$ cat src/sv/rpcd_pkg.sv
// Shared widths, constants and types of the remote pulse code decoder.
package rpcd_pkg;

   localparam int DUR_W = 16;
   localparam int DUR_MAX = (1 << DUR_W) - 1;
   localparam int TOL_W = 7;
   localparam int CODE_W = 24;
   localparam int BASE_W = 12;

   localparam int FRAME_DURATIONS_DEF = 49;
   localparam int SYNC_UNITS_DEF = 31;
   localparam int LONG_FACTOR = 3;
   localparam int PCT_SCALE = 100;

   localparam logic [TOL_W-1:0] TOL_RESET = TOL_W'(25);

   // One decoded frame, as it leaves the frame logic.
   typedef struct packed {
      logic              ok;
      logic [CODE_W-1:0] code;
      logic [BASE_W-1:0] base_unit;
   } rpcd_result_type;

endpackage

$ cat src/sv/remote_pulse_code_decoder_core.sv
// Top level of the remote pulse code decoder: handshakes, tolerance register, result register.
//
// The decoder takes one pulse duration per transaction and sustains one transaction per clock
// cycle. A duration is held in an input register and then updates the frame state (pulse
// count, base unit, window product, pending high half and code shift register) in a single
// pass; a duration flagged last also loads the result register, from which its result
// transaction is offered once the duration leaves the input register. Durations that are not
// flagged last never stall in the input register. A last duration waits there only while the
// previous result has not been taken, and the single-pass frame update is what sets the rate.
// The base unit is the sync gap divided by SYNC_UNITS through a reciprocal multiply; the
// tolerance window is the base unit times the tolerance captured at the sync gap, formed at
// the second duration and compared as 100 * (|width - center| + 1) <= product. The tolerance
// register resets to 25 percent and should be written only while no frame is in progress.
// There is no clearing pass after reset.
module remote_pulse_code_decoder_core #(
   parameter int FRAME_DURATIONS = rpcd_pkg::FRAME_DURATIONS_DEF,
   parameter int SYNC_UNITS = rpcd_pkg::SYNC_UNITS_DEF
) (
   input  logic                         clock,
   input  logic                         reset,
   // Duration transactions.
   input  logic                         req_valid,
   output logic                         req_ready,
   input  logic [rpcd_pkg::DUR_W-1:0]   req_duration,
   input  logic                         req_last,
   // Result transactions.
   output logic                         rsp_valid,
   input  logic                         rsp_ready,
   output logic                         rsp_ok,
   output logic [rpcd_pkg::CODE_W-1:0]  rsp_code,
   output logic [rpcd_pkg::BASE_W-1:0]  rsp_base_unit,
   // Tolerance register write.
   input  logic                         csr_valid,
   output logic                         csr_ready,
   input  logic [rpcd_pkg::TOL_W-1:0]   csr_tolerance_percent
);
   import rpcd_pkg::*;

   logic [TOL_W-1:0]  tol_value_ff;

   logic              in_valid_ff;
   logic [DUR_W-1:0]  in_duration_ff;
   logic              in_last_ff;
   logic              in_fire;

   logic              rsp_valid_ff;
   rpcd_result_type   rsp_data_ff;
   rpcd_result_type   frame_result;

   // The tolerance register is always ready; a write lands on the next edge.
   assign csr_ready = 1'b1;

   always_ff @(posedge clock) begin
      if (reset) begin
         tol_value_ff <= TOL_RESET;
      end else if (csr_valid) begin
         tol_value_ff <= csr_tolerance_percent;
      end
   end

   // The held duration moves on unless it is a last one and the result register is still full.
   assign in_fire   = in_valid_ff && (!in_last_ff || !rsp_valid_ff || rsp_ready);
   assign req_ready = !in_valid_ff || in_fire;

   always_ff @(posedge clock) begin
      if (reset) begin
         in_valid_ff <= 1'b0;
      end else if (req_ready) begin
         in_valid_ff <= req_valid;
      end
   end

   always_ff @(posedge clock) begin
      if (req_valid && req_ready) begin
         in_duration_ff <= req_duration;
         in_last_ff     <= req_last;
      end
   end

   rpcd_frame_decode #(
      .FRAME_DURATIONS(FRAME_DURATIONS),
      .SYNC_UNITS(SYNC_UNITS)
   ) u_frame (
      .clock(clock),
      .reset(reset),
      .step_i(in_fire),
      .duration_i(in_duration_ff),
      .last_i(in_last_ff),
      .tolerance_i(tol_value_ff),
      .result_o(frame_result)
   );

   // Result register: loaded by a last duration, emptied when the consumer takes it.
   always_ff @(posedge clock) begin
      if (reset) begin
         rsp_valid_ff <= 1'b0;
      end else if (in_fire && in_last_ff) begin
         rsp_valid_ff <= 1'b1;
      end else if (rsp_ready) begin
         rsp_valid_ff <= 1'b0;
      end
   end

   always_ff @(posedge clock) begin
      if (in_fire && in_last_ff) begin
         rsp_data_ff <= frame_result;
      end
   end

   assign rsp_valid     = rsp_valid_ff;
   assign rsp_ok        = rsp_data_ff.ok;
   assign rsp_code      = rsp_data_ff.code;
   assign rsp_base_unit = rsp_data_ff.base_unit;

   // A duration that is not the last of its frame never waits in the input register.
   a_plain_never_stalls : assert property (@(posedge clock) disable iff (reset)
      in_valid_ff && !in_last_ff |-> in_fire)
      else $error("non-last duration stalled in the input register");

   // A last duration that moves on always yields a result transaction on the next cycle.
   a_last_gives_result : assert property (@(posedge clock) disable iff (reset)
      in_fire && in_last_ff |=> rsp_valid_ff)
      else $error("last duration did not load the result register");

   // A pending result that is not taken holds back a following last duration.
   a_result_not_overrun : assert property (@(posedge clock) disable iff (reset)
      rsp_valid_ff && !rsp_ready && in_valid_ff && in_last_ff |-> !in_fire && !req_ready)
      else $error("result register overrun by a last duration");

   // A failed frame never reports a code.
   a_fail_zero_code : assert property (@(posedge clock) disable iff (reset)
      rsp_valid_ff && !rsp_data_ff.ok |-> rsp_data_ff.code == '0)
      else $error("failed frame carries a nonzero code");

endmodule

$ cat src/sv/rpcd_window_check.sv
// Tests whether one pulse width lies strictly inside the tolerance window around a center.
module rpcd_window_check #(
   parameter int LONG_W = 14,
   parameter int PROD_W = 19
) (
   input  logic [rpcd_pkg::DUR_W-1:0] value_i,
   input  logic [LONG_W-1:0]          center_i,
   input  logic [PROD_W-1:0]          prod_i,
   output logic                       inside_o
);
   import rpcd_pkg::*;

   localparam int DIFF_W = (DUR_W > LONG_W) ? DUR_W : LONG_W;
   localparam int CMP_W = ((DIFF_W + 8) > PROD_W) ? (DIFF_W + 8) : PROD_W;

   logic [DIFF_W-1:0] value_ext;
   logic [DIFF_W-1:0] center_ext;
   logic [DIFF_W-1:0] abs_diff;
   logic [CMP_W-1:0]  scaled;

   // |v - c| < floor(P / 100) is the same as 100 * (|v - c| + 1) <= P,
   // which needs no divider and covers windows wider than the center.
   always_comb begin
      value_ext  = DIFF_W'(value_i);
      center_ext = DIFF_W'(center_i);
      if (value_ext >= center_ext) begin
         abs_diff = value_ext - center_ext;
      end else begin
         abs_diff = center_ext - value_ext;
      end
      scaled   = (CMP_W'(abs_diff) + CMP_W'(1)) * CMP_W'(PCT_SCALE);
      inside_o = (scaled <= CMP_W'(prod_i));
   end

endmodule

$ cat src/sv/rpcd_frame_decode.sv
// Frame state of the decoder: pulse counting, base unit, pair checks and the code shift register.
module rpcd_frame_decode #(
   parameter int FRAME_DURATIONS = rpcd_pkg::FRAME_DURATIONS_DEF,
   parameter int SYNC_UNITS = rpcd_pkg::SYNC_UNITS_DEF
) (
   input  logic                           clock,
   input  logic                           reset,
   input  logic                           step_i,
   input  logic [rpcd_pkg::DUR_W-1:0]     duration_i,
   input  logic                           last_i,
   input  logic [rpcd_pkg::TOL_W-1:0]     tolerance_i,
   output rpcd_pkg::rpcd_result_type      result_o
);
   import rpcd_pkg::*;

   localparam int CNT_W = $clog2(FRAME_DURATIONS + 2);
   localparam int UNIT_W = $clog2(DUR_MAX / SYNC_UNITS + 1);
   localparam int SHIFT = DUR_W + $clog2(SYNC_UNITS);
   localparam int DIV_W = SHIFT + UNIT_W;
   localparam longint unsigned RECIP =
      ((64'd1 << SHIFT) + longint'(SYNC_UNITS) - 1) / longint'(SYNC_UNITS);
   localparam int LONG_W = UNIT_W + $clog2(LONG_FACTOR + 1);
   localparam int PROD_W = UNIT_W + TOL_W;
   localparam logic FRAME_ODD = (FRAME_DURATIONS % 2) != 0;

   logic [CNT_W-1:0]  count_ff, count_in;
   logic [UNIT_W-1:0] unit_ff, unit_in;
   logic [TOL_W-1:0]  frame_tol_ff, frame_tol_in;
   logic [PROD_W-1:0] prod_ff, prod_in;
   logic [DUR_W-1:0]  first_half_ff, first_half_in;
   logic [CODE_W-1:0] shift_ff, shift_in;
   logic              bad_ff, bad_in;

   logic [DIV_W-1:0]  div_prod;
   logic [UNIT_W-1:0] div_quot;
   logic [LONG_W-1:0] short_c, long_c;
   logic              is_first, in_frame, is_pair;
   logic              fh_short, fh_long, d_short, d_long;
   logic              zero_ok, one_ok;

   // Division of the sync gap by a constant: reciprocal multiply, exact for 16-bit inputs.
   assign div_prod = DIV_W'(duration_i) * DIV_W'(RECIP);
   assign div_quot = div_prod[SHIFT +: UNIT_W];

   assign short_c = LONG_W'(unit_ff);
   assign long_c  = LONG_W'(unit_ff) * LONG_W'(LONG_FACTOR);

   rpcd_window_check #(.LONG_W(LONG_W), .PROD_W(PROD_W)) u_fh_short (
      .value_i(first_half_ff), .center_i(short_c), .prod_i(prod_ff), .inside_o(fh_short)
   );
   rpcd_window_check #(.LONG_W(LONG_W), .PROD_W(PROD_W)) u_fh_long (
      .value_i(first_half_ff), .center_i(long_c), .prod_i(prod_ff), .inside_o(fh_long)
   );
   rpcd_window_check #(.LONG_W(LONG_W), .PROD_W(PROD_W)) u_d_short (
      .value_i(duration_i), .center_i(short_c), .prod_i(prod_ff), .inside_o(d_short)
   );
   rpcd_window_check #(.LONG_W(LONG_W), .PROD_W(PROD_W)) u_d_long (
      .value_i(duration_i), .center_i(long_c), .prod_i(prod_ff), .inside_o(d_long)
   );

   always_comb begin
      is_first = (count_ff == '0);
      in_frame = (count_ff < CNT_W'(FRAME_DURATIONS));
      is_pair  = in_frame && !is_first && !count_ff[0];
      zero_ok  = fh_short && d_long;
      one_ok   = fh_long && d_short;

      unit_in       = is_first ? div_quot : unit_ff;
      frame_tol_in  = is_first ? tolerance_i : frame_tol_ff;
      prod_in       = (count_ff == CNT_W'(1)) ?
                      PROD_W'(unit_ff) * PROD_W'(frame_tol_ff) : prod_ff;
      first_half_in = (in_frame && !is_first && count_ff[0]) ? duration_i : first_half_ff;

      shift_in = shift_ff;
      bad_in   = bad_ff;
      if (is_first) begin
         shift_in = '0;
         bad_in   = 1'b0;
      end else if (!in_frame) begin
         bad_in = 1'b1;
      end else if (is_pair) begin
         if (zero_ok) begin
            shift_in = {shift_ff[CODE_W-2:0], 1'b0};
         end else if (one_ok) begin
            shift_in = {shift_ff[CODE_W-2:0], 1'b1};
         end else begin
            bad_in = 1'b1;
         end
      end

      count_in = in_frame ? (count_ff + CNT_W'(1)) : CNT_W'(FRAME_DURATIONS + 1);

      result_o.ok        = (count_in == CNT_W'(FRAME_DURATIONS)) && !bad_in && FRAME_ODD;
      result_o.code      = result_o.ok ? shift_in : '0;
      result_o.base_unit = BASE_W'(unit_in);
   end

   always_ff @(posedge clock) begin
      if (reset) begin
         count_ff <= '0;
      end else if (step_i) begin
         count_ff <= last_i ? '0 : count_in;
      end
   end

   always_ff @(posedge clock) begin
      if (step_i) begin
         unit_ff       <= unit_in;
         frame_tol_ff  <= frame_tol_in;
         prod_ff       <= prod_in;
         first_half_ff <= first_half_in;
         shift_ff      <= shift_in;
         bad_ff        <= bad_in;
      end
   end

endmodule

$ cat config.mk
export PLATFORM = sky130hd
export DESIGN_NAME = remote_pulse_code_decoder_core
export DESIGN_NICKNAME = d
export VERILOG_FILES = /design/src/sv/rpcd_pkg.sv /design/src/sv/remote_pulse_code_decoder_core.sv /design/src/sv/rpcd_window_check.sv /design/src/sv/rpcd_frame_decode.sv
export SDC_FILE = /design/constraint.sdc
export NUM_CORES = 1
export LEC_CHECK = 0
export BUFFER_PORTS_ARGS = -buffer_cell sky130_fd_sc_hd__buf_2
export CAP_MARGIN = 30
export CORE_MARGIN = 3
export CORE_UTILIZATION = 53
export CTS_CLUSTER_DIAMETER = 200
export CTS_CLUSTER_SIZE = 24
export DETAILED_ROUTE_END_ITERATION = 16
export PLACE_DENSITY = 0.68
export SETUP_SLACK_MARGIN = 0.05
export SYNTH_ARGS = -nofsm -noshare
export SYNTH_HDL_FRONTEND = slang
export SYNTH_SLANG_ARGS = --single-unit
$ cat constraint.sdc
create_clock -name clock -period 16.5 [get_ports clock]
set_clock_uncertainty 0.05 [all_clocks]
set_input_delay 3.3 -clock clock [delete_from_list [all_inputs] [get_ports clock]]
set_output_delay 3.3 -clock clock [all_outputs]
set_load 0.05 [all_outputs]
# Word level (Yosys, flattened, before mapping)
# Index checks and enable logic that the tools add are counted.
[classes]
reduce_logical = 23
muxes = 19
magnitude_cmp = 9
multipliers = 7
add_sub_neg = 13
eq_ne = 2
[ops]
columns = ["operator", "count"]
rows = [
  ["24-bit two-way mux", 5],
  ["24-bit by 19-bit less-or-equal comparator with 1-bit output", 4],
  ["17-bit by 5-bit multiplier with 22-bit output (second input constant)", 4],
  ["16-bit by 1-bit adder with 17-bit output (second input constant)", 4],
  ["16-bit two-way mux", 4],
  ["16-bit by 17-bit multiplier with 33-bit output (second input constant)", 1],
  ["16-bit by 12-bit greater-or-equal comparator with 1-bit output", 2],
  ["16-bit by 14-bit greater-or-equal comparator with 1-bit output", 2],
  ["12-bit by 16-bit subtractor with 16-bit output", 2],
  ["14-bit by 16-bit subtractor with 16-bit output", 2],
  ["16-bit by 12-bit subtractor with 16-bit output", 2],
  ["16-bit by 14-bit subtractor with 16-bit output", 2],
  ["12-bit by 7-bit multiplier with 19-bit output", 1],
  ["12-bit by 2-bit multiplier with 14-bit output (second input constant)", 1],
  ["12-bit two-way mux", 1],
  ["6-bit two-way mux", 2],
  ["1-bit logical AND", 9],
  ["1-bit two-way mux", 7],
  ["6-bit by 1-bit adder with 6-bit output (second input constant)", 1],
  ["6-bit by 1-bit == test with 1-bit output (second input constant)", 1],
  ["6-bit == test (second input constant)", 1],
  ["1-bit logical NOT", 6],
  ["6-bit logical NOT", 1],
  ["6-bit < comparator (second input constant)", 1],
  ["other kinds (3)", 7],
]
[totals]
output_inout_bits = 40
input_bits = 29
register_bits = 148
word_cells = 88

# Depth between registers and ports, before layout
[depth]
depth_word = 14
depth_mapped = 50
depth_no_buf = 48

# Hierarchy
# Synthesis repeated with hierarchy kept, for this count alone.
[unflattened]
cells_unflattened = 3226
area_unflattened_um2 = 28165.8
[by_module_without_submodules]
columns = ["mod", "n_inst", "cells_each", "area_per_inst_um2"]
rows = [
  ["rpcd_frame_decode", 1, 921, 9375.2],
  ["rpcd_window_check (u_frame.u_d_short ...)", 2, 556, 4219.0],
  ["rpcd_window_check (u_frame.u_fh_short)", 1, 557, 4225.3],
  ["rpcd_window_check (u_frame.u_d_long)", 1, 545, 4127.7],
  ["remote_pulse_code_decoder_core", 1, 91, 1999.4],
]

# Least setup slack after synthesis
# No wires, ideal clock.
[synth_path]
path_type = "flip-flop to flip-flop"
from = "register u_frame.unit_ff[1]"
to = "register rsp_data_ff (netlist bit rsp_code[10]), data pin"
required_ns = 16.192
setup_slack_ns = 6.265
arrival_time_ns = 9.927
n_path_buf = 4
path_stages_with_launch = 45
cell_sequence = "edfxtp_1 > clkbuf_1 > inv_1 > fa_1 > nor2b_1 > o31a_1 > o311a_1 > nor2_1 > xnor2_1 > ha_1 > clkbuf_1 > nand4_1 > nor2_1 > o21ai_0 > o211a_1 > buf_2 > a221oi_1 > nor2_1 > (+9 left out) > ha_1 > a211oi_1 > nand2_1 > nand2_1 > xnor2_1 > ha_1 > nand3_1 > or4_1 > nor4_1 > a21oi_1 > o31ai_1 > o2111ai_1 > or4_1 > a2111o_1 > o31ai_4 > buf_2 > mux2i_1 > nor2_1"
[synth_via]
elab_chain_cells = 14
[synth_rtl]
columns = ["element", "line", "rtl"]
rows = [
  ["start: declaration", "rpcd_frame_decode.sv:27", "logic [UNIT_W-1:0] unit_ff, unit_in;"],
  ["start signal: assignment", "rpcd_frame_decode.sv:108", "unit_ff <= unit_in;"],
  ["12-bit by 2-bit multiplier with 14-bit output", "rpcd_frame_decode.sv:46", "assign long_c = LONG_W'(unit_ff) * LONG_W'(LONG_FACTOR);"],
  ["14-bit by 16-bit subtractor with 16-bit output, or another cell as far along", "rpcd_window_check.sv:29", "abs_diff = center_ext - value_ext;"],
  ["16-bit two-way mux", "rpcd_window_check.sv:26", "if (value_ext >= center_ext) begin"],
  ["16-bit by 1-bit adder with 17-bit output", "rpcd_window_check.sv:31", "scaled = (CMP_W'(abs_diff) + CMP_W'(1)) * CMP_W'(PCT_SCALE);"],
  ["17-bit by 5-bit multiplier with 22-bit output", "rpcd_window_check.sv:31", ""],
  ["24-bit by 19-bit less-or-equal comparator with 1-bit output", "rpcd_window_check.sv:32", "inside_o = (scaled <= CMP_W'(prod_i));"],
  ["1-bit logical AND", "rpcd_frame_decode.sv:66", "one_ok = fh_long && d_short;"],
  ["1-bit two-way mux", "rpcd_frame_decode.sv:84", "end else if (one_ok) begin"],
  ["1-bit two-way mux", "rpcd_frame_decode.sv:82", "if (zero_ok) begin"],
  ["1-bit two-way mux", "rpcd_frame_decode.sv:81", "end else if (is_pair) begin"],
  ["1-bit two-way mux", "rpcd_frame_decode.sv:79", "end else if (!in_frame) begin"],
  ["1-bit two-way mux", "rpcd_frame_decode.sv:76", "if (is_first) begin"],
  ["1-bit logical NOT", "rpcd_frame_decode.sv:93", "result_o.ok = (count_in == CNT_W'(FRAME_DURATIONS)) && !bad_in && FRAME_ODD;"],
  ["1-bit logical AND", "rpcd_frame_decode.sv:93", ""],
  ["end signal: assignment", "remote_pulse_code_decoder_core.sv:106", "rsp_data_ff <= frame_result;"],
  ["end: declaration", "remote_pulse_code_decoder_core.sv:47", "rpcd_result_type rsp_data_ff;"],
]
# Parallel ways exist; a longest one is shown, timed or not.
# A chain may end at the register's enable or synchronous reset.

# Final worst setup path
[layout_path]
from = "register u_frame.unit_ff[1]"
to = "register rsp_data_ff (netlist bit rsp_code[0]), data pin"
# Same word-level chain as after synthesis.

==> flow_summary_export.csv <==
group,metric,value,unit
worst_hold_path,hp-class,"flop to flop",
sta,rsz0062_at_grt,"no",
clock_network,cts.sinks,148,
yosys,synthFlopType,"edfxtp_1",
route,finalWirelength,76130,microns
sta,tns,0,ns
layout,final_cell_mix,"ha_1, inv_1, nor2_1, nand2_1, a21oi_1",
route,ant_nets,0,
clock_network,cts_resized,0,
floorplan,coreArea,48250,sq um
route,vias_per_cell,5.909,
floorplan,design.portCount,69,
worst_setup_path,crit_arrival,12.86,ns
sta,max_freq,0.07906,GHz
clock_network,cts-root-buf,"clkbuf_16",
clock_network,clockBufferDepth,2,
grt,grt_use_total,28.79,%
sta,post-route-min-period,12.65,ns
yosys,synthAdderAreaFrac,36.12,%
floorplan,dieArea,52060,sq um
yosys,yosys.area_share.simple,14.92,%
worst_setup_path,crit_fanout,25,
sta,worstMarginPinSlew,1.125,ns
yosys,synthMuxAreaShare,1.688,%
place,io_buffers,67,
worst_setup_path,cp_slowest_cell,"edfxtp_1",
yosys,ys_types,89,
place,dpl.hpwl,63560,microns
clock_network,cts_hold_buf,0,
flow_run,maxCapViolations,0,
run_status,status,"completed",
layout,syn_to_final_growth,6.375,%
yosys,synth_compound_area_share,16.50,%
yosys,synth_area_leaders,"ha_1, edfxtp_1, fa_1",
clock_network,path_clk_slew,0.06,ns
grt,grt_first_pass_wirelength,120000,microns
sta,maxSlewViolCount,0,
route,dr.pass1.iters,7,
floorplan,floorplan.initialDensity,54.22,%
sta,finalHoldViolations,0,
worst_setup_path,start_kind,"flop",
clock_network,cts.htree.levels,4,
clock_network,tritoncts,"done",
worst_setup_path,critPathRequiredTime,16.71,ns
worst_setup_path,worst_path_most_repeated_cell,"ha_1",
route,num_vias,22040,
route,wl_per_cell,20.41,microns
worst_setup_path,worst-setup-path-type,"flop to flop",
route,initialDrtViolationCount,1395,
yosys,yosysWarnings,0,
yosys,synth_edf_count,133,
grt,grt_pass1_vias,22350,
worst_setup_path,cpPeakStageDelay,0.76,ns
yosys,syn_area_per_cell,8.645,sq um
sta,period_share,76.66,%
layout,nFillCells,4442,
yosys,synth_xor_area_share,6.763,%
yosys,synth_top_area_share,26.40,%
layout,diodes,0,
layout,num-nets-final,3769,
grt,grt_max_degree,40,
yosys,synth_top_area_cell,"ha_1",
worst_setup_path,crit_path_end_kind,"flop",
sta,setup-violations-final,0,
grt,grt_antenna_before_repair,0,
yosys,syn_area,26160,sq um
place,gp_congestion,0.9968,
grt,gr-total-overflow,0,
layout,mostFrequentLayoutCell,"ha_1",
yosys,synthArstFlopShare,0,%
clock_network,numCtsBuffers,17,
sta,relSlewSlack,24.44,%
yosys,syn_inst,3026,
route,remaining_drc_errors,0,
floorplan,rows,80,
floorplan,fp.dieH,228.2,microns
yosys,syn_nets,3734,
clock_network,insertion_delay,0.45,ns
layout,drive_gt1_share,5.465,%
clock_network,post-cts-setup-buffers,0,
yosys,synth_top_family_by_area,"adder cells",
yosys,ys_seq_area_share,16.41,%
sta,holdWs,0.3743,ns
yosys,ys_ff_latch,148,
floorplan,die_x,228.2,microns
[worst max-delay path, delay by kind of cell, from the launching register on]
family / cells / cell delay, ns
AO/OA/AOI/OAI: 13 / 3.95
flip-flops: 1 / 0.76
buffers and inverters: 5 / 0.81
multiplexers: 1 / 0.39
AND/OR/NAND/NOR: 15 / 3.13
XOR/XNOR: 2 / 0.42
adder cells (fa/ha/maj): 8 / 2.91
[synthesized netlist by cell type (7+ instances only)]
cell type and instances:
a2111oi_0 7, a211o_1 10, a211oi_1 23, a21boi_0 17, a21o_1 79, a21oi_1 162, a311oi_1 8, a31oi_1 17
and2_1 43, and3_1 13, buf_2 13, clkbuf_1 60, dfxtp_1 15, edfxtp_1 133, fa_1 127, ha_1 552
inv_1 449, mux2i_1 43, nand2_1 186, nand2b_1 34, nand3_1 47, nand3b_1 7, nand4_1 28, nor2_1 208
nor2b_1 64, nor3_1 59, nor4_1 20, o211ai_1 28, o21a_1 40, o21ai_0 118, o21ai_1 7, o21bai_1 25
o22ai_1 16, o31ai_1 8, o41ai_1 10, or2_2 13, or3_1 17, or4_1 9, xnor2_1 137, xor2_1 65
[kinds of logic (layout without fill, tap and decap cells)]
group	after synthesis	count (layout)
and+or+nand+nor	781	781
muxes	44	44
DFF	148	148
xor gates and xnor gates	202	202
buffers and inverters	523	571
AOI/OAI and AO/OA	648	648
adders and majority gates	679	679
other	1	1
[metrics by stage]
step                      worst slack, ns  area [sq um]  std cells  utilization (%)
final                               3.852         27830       3730            57.68
after global routing                3.088         27830       3730            57.68
after CTS                           4.072         27830       3730            57.68
after detailed placement            4.079         27210       3698            56.40
after global placement              3.618         27190       3696            56.36
after floorplan                     6.265         26160       3026                -
[final timing paths]
path,slack (ns),start,end,cells past startpoint
hold / removal,0.37,tol_value_ff[0],u_frame.frame_tol_ff[0],0
setup / recovery,3.85,u_frame.unit_ff[1],rsp_code[0],44
hold reg to reg,0.37,tol_value_ff[0],u_frame.frame_tol_ff[0],0
setup reg to reg,3.85,u_frame.unit_ff[1],rsp_code[0],44
[metal layers]
metal | wire length [microns] | GRT usage (%)
met3 | 3991 | 3.555
met1 | 33160 | 37.30
met2 | 35300 | 48.02
met4 | 3676 | 13.32
met5 | 0 | 0
[registers in the layout, indices dropped and copies added (netlist names)]
name / cells
rsp_base_unit: 12
rsp_ok: 1
in_valid_ff: 1
rsp_code: 24
in_duration_ff: 16
in_last_ff: 1
u_frame.first_half_ff: 16
u_frame.shift_ff: 24
u_frame.unit_ff: 12
u_frame.frame_tol_ff: 7
u_frame.bad_ff: 1
u_frame.prod_ff: 19
tol_value_ff: 7
rsp_valid: 1
u_frame.count_ff: 6
[area by class of cell]
cell class	instances	area [sq um]	share of cell area, %
repair buffers	90	513.0	1.843
well taps	656	820.8	2.950
clock inverters	13	173.9	0.6250
clock buffers	19	442.9	1.592
flip-flops and latches	148	4294	15.43
multi-input cells	2355	19900	71.50
inverters	449	1685	6.056
Power is left out: the tool's default activity adds up to more than one toggle a clock period on the data nets, which glitch-free logic cannot reach.
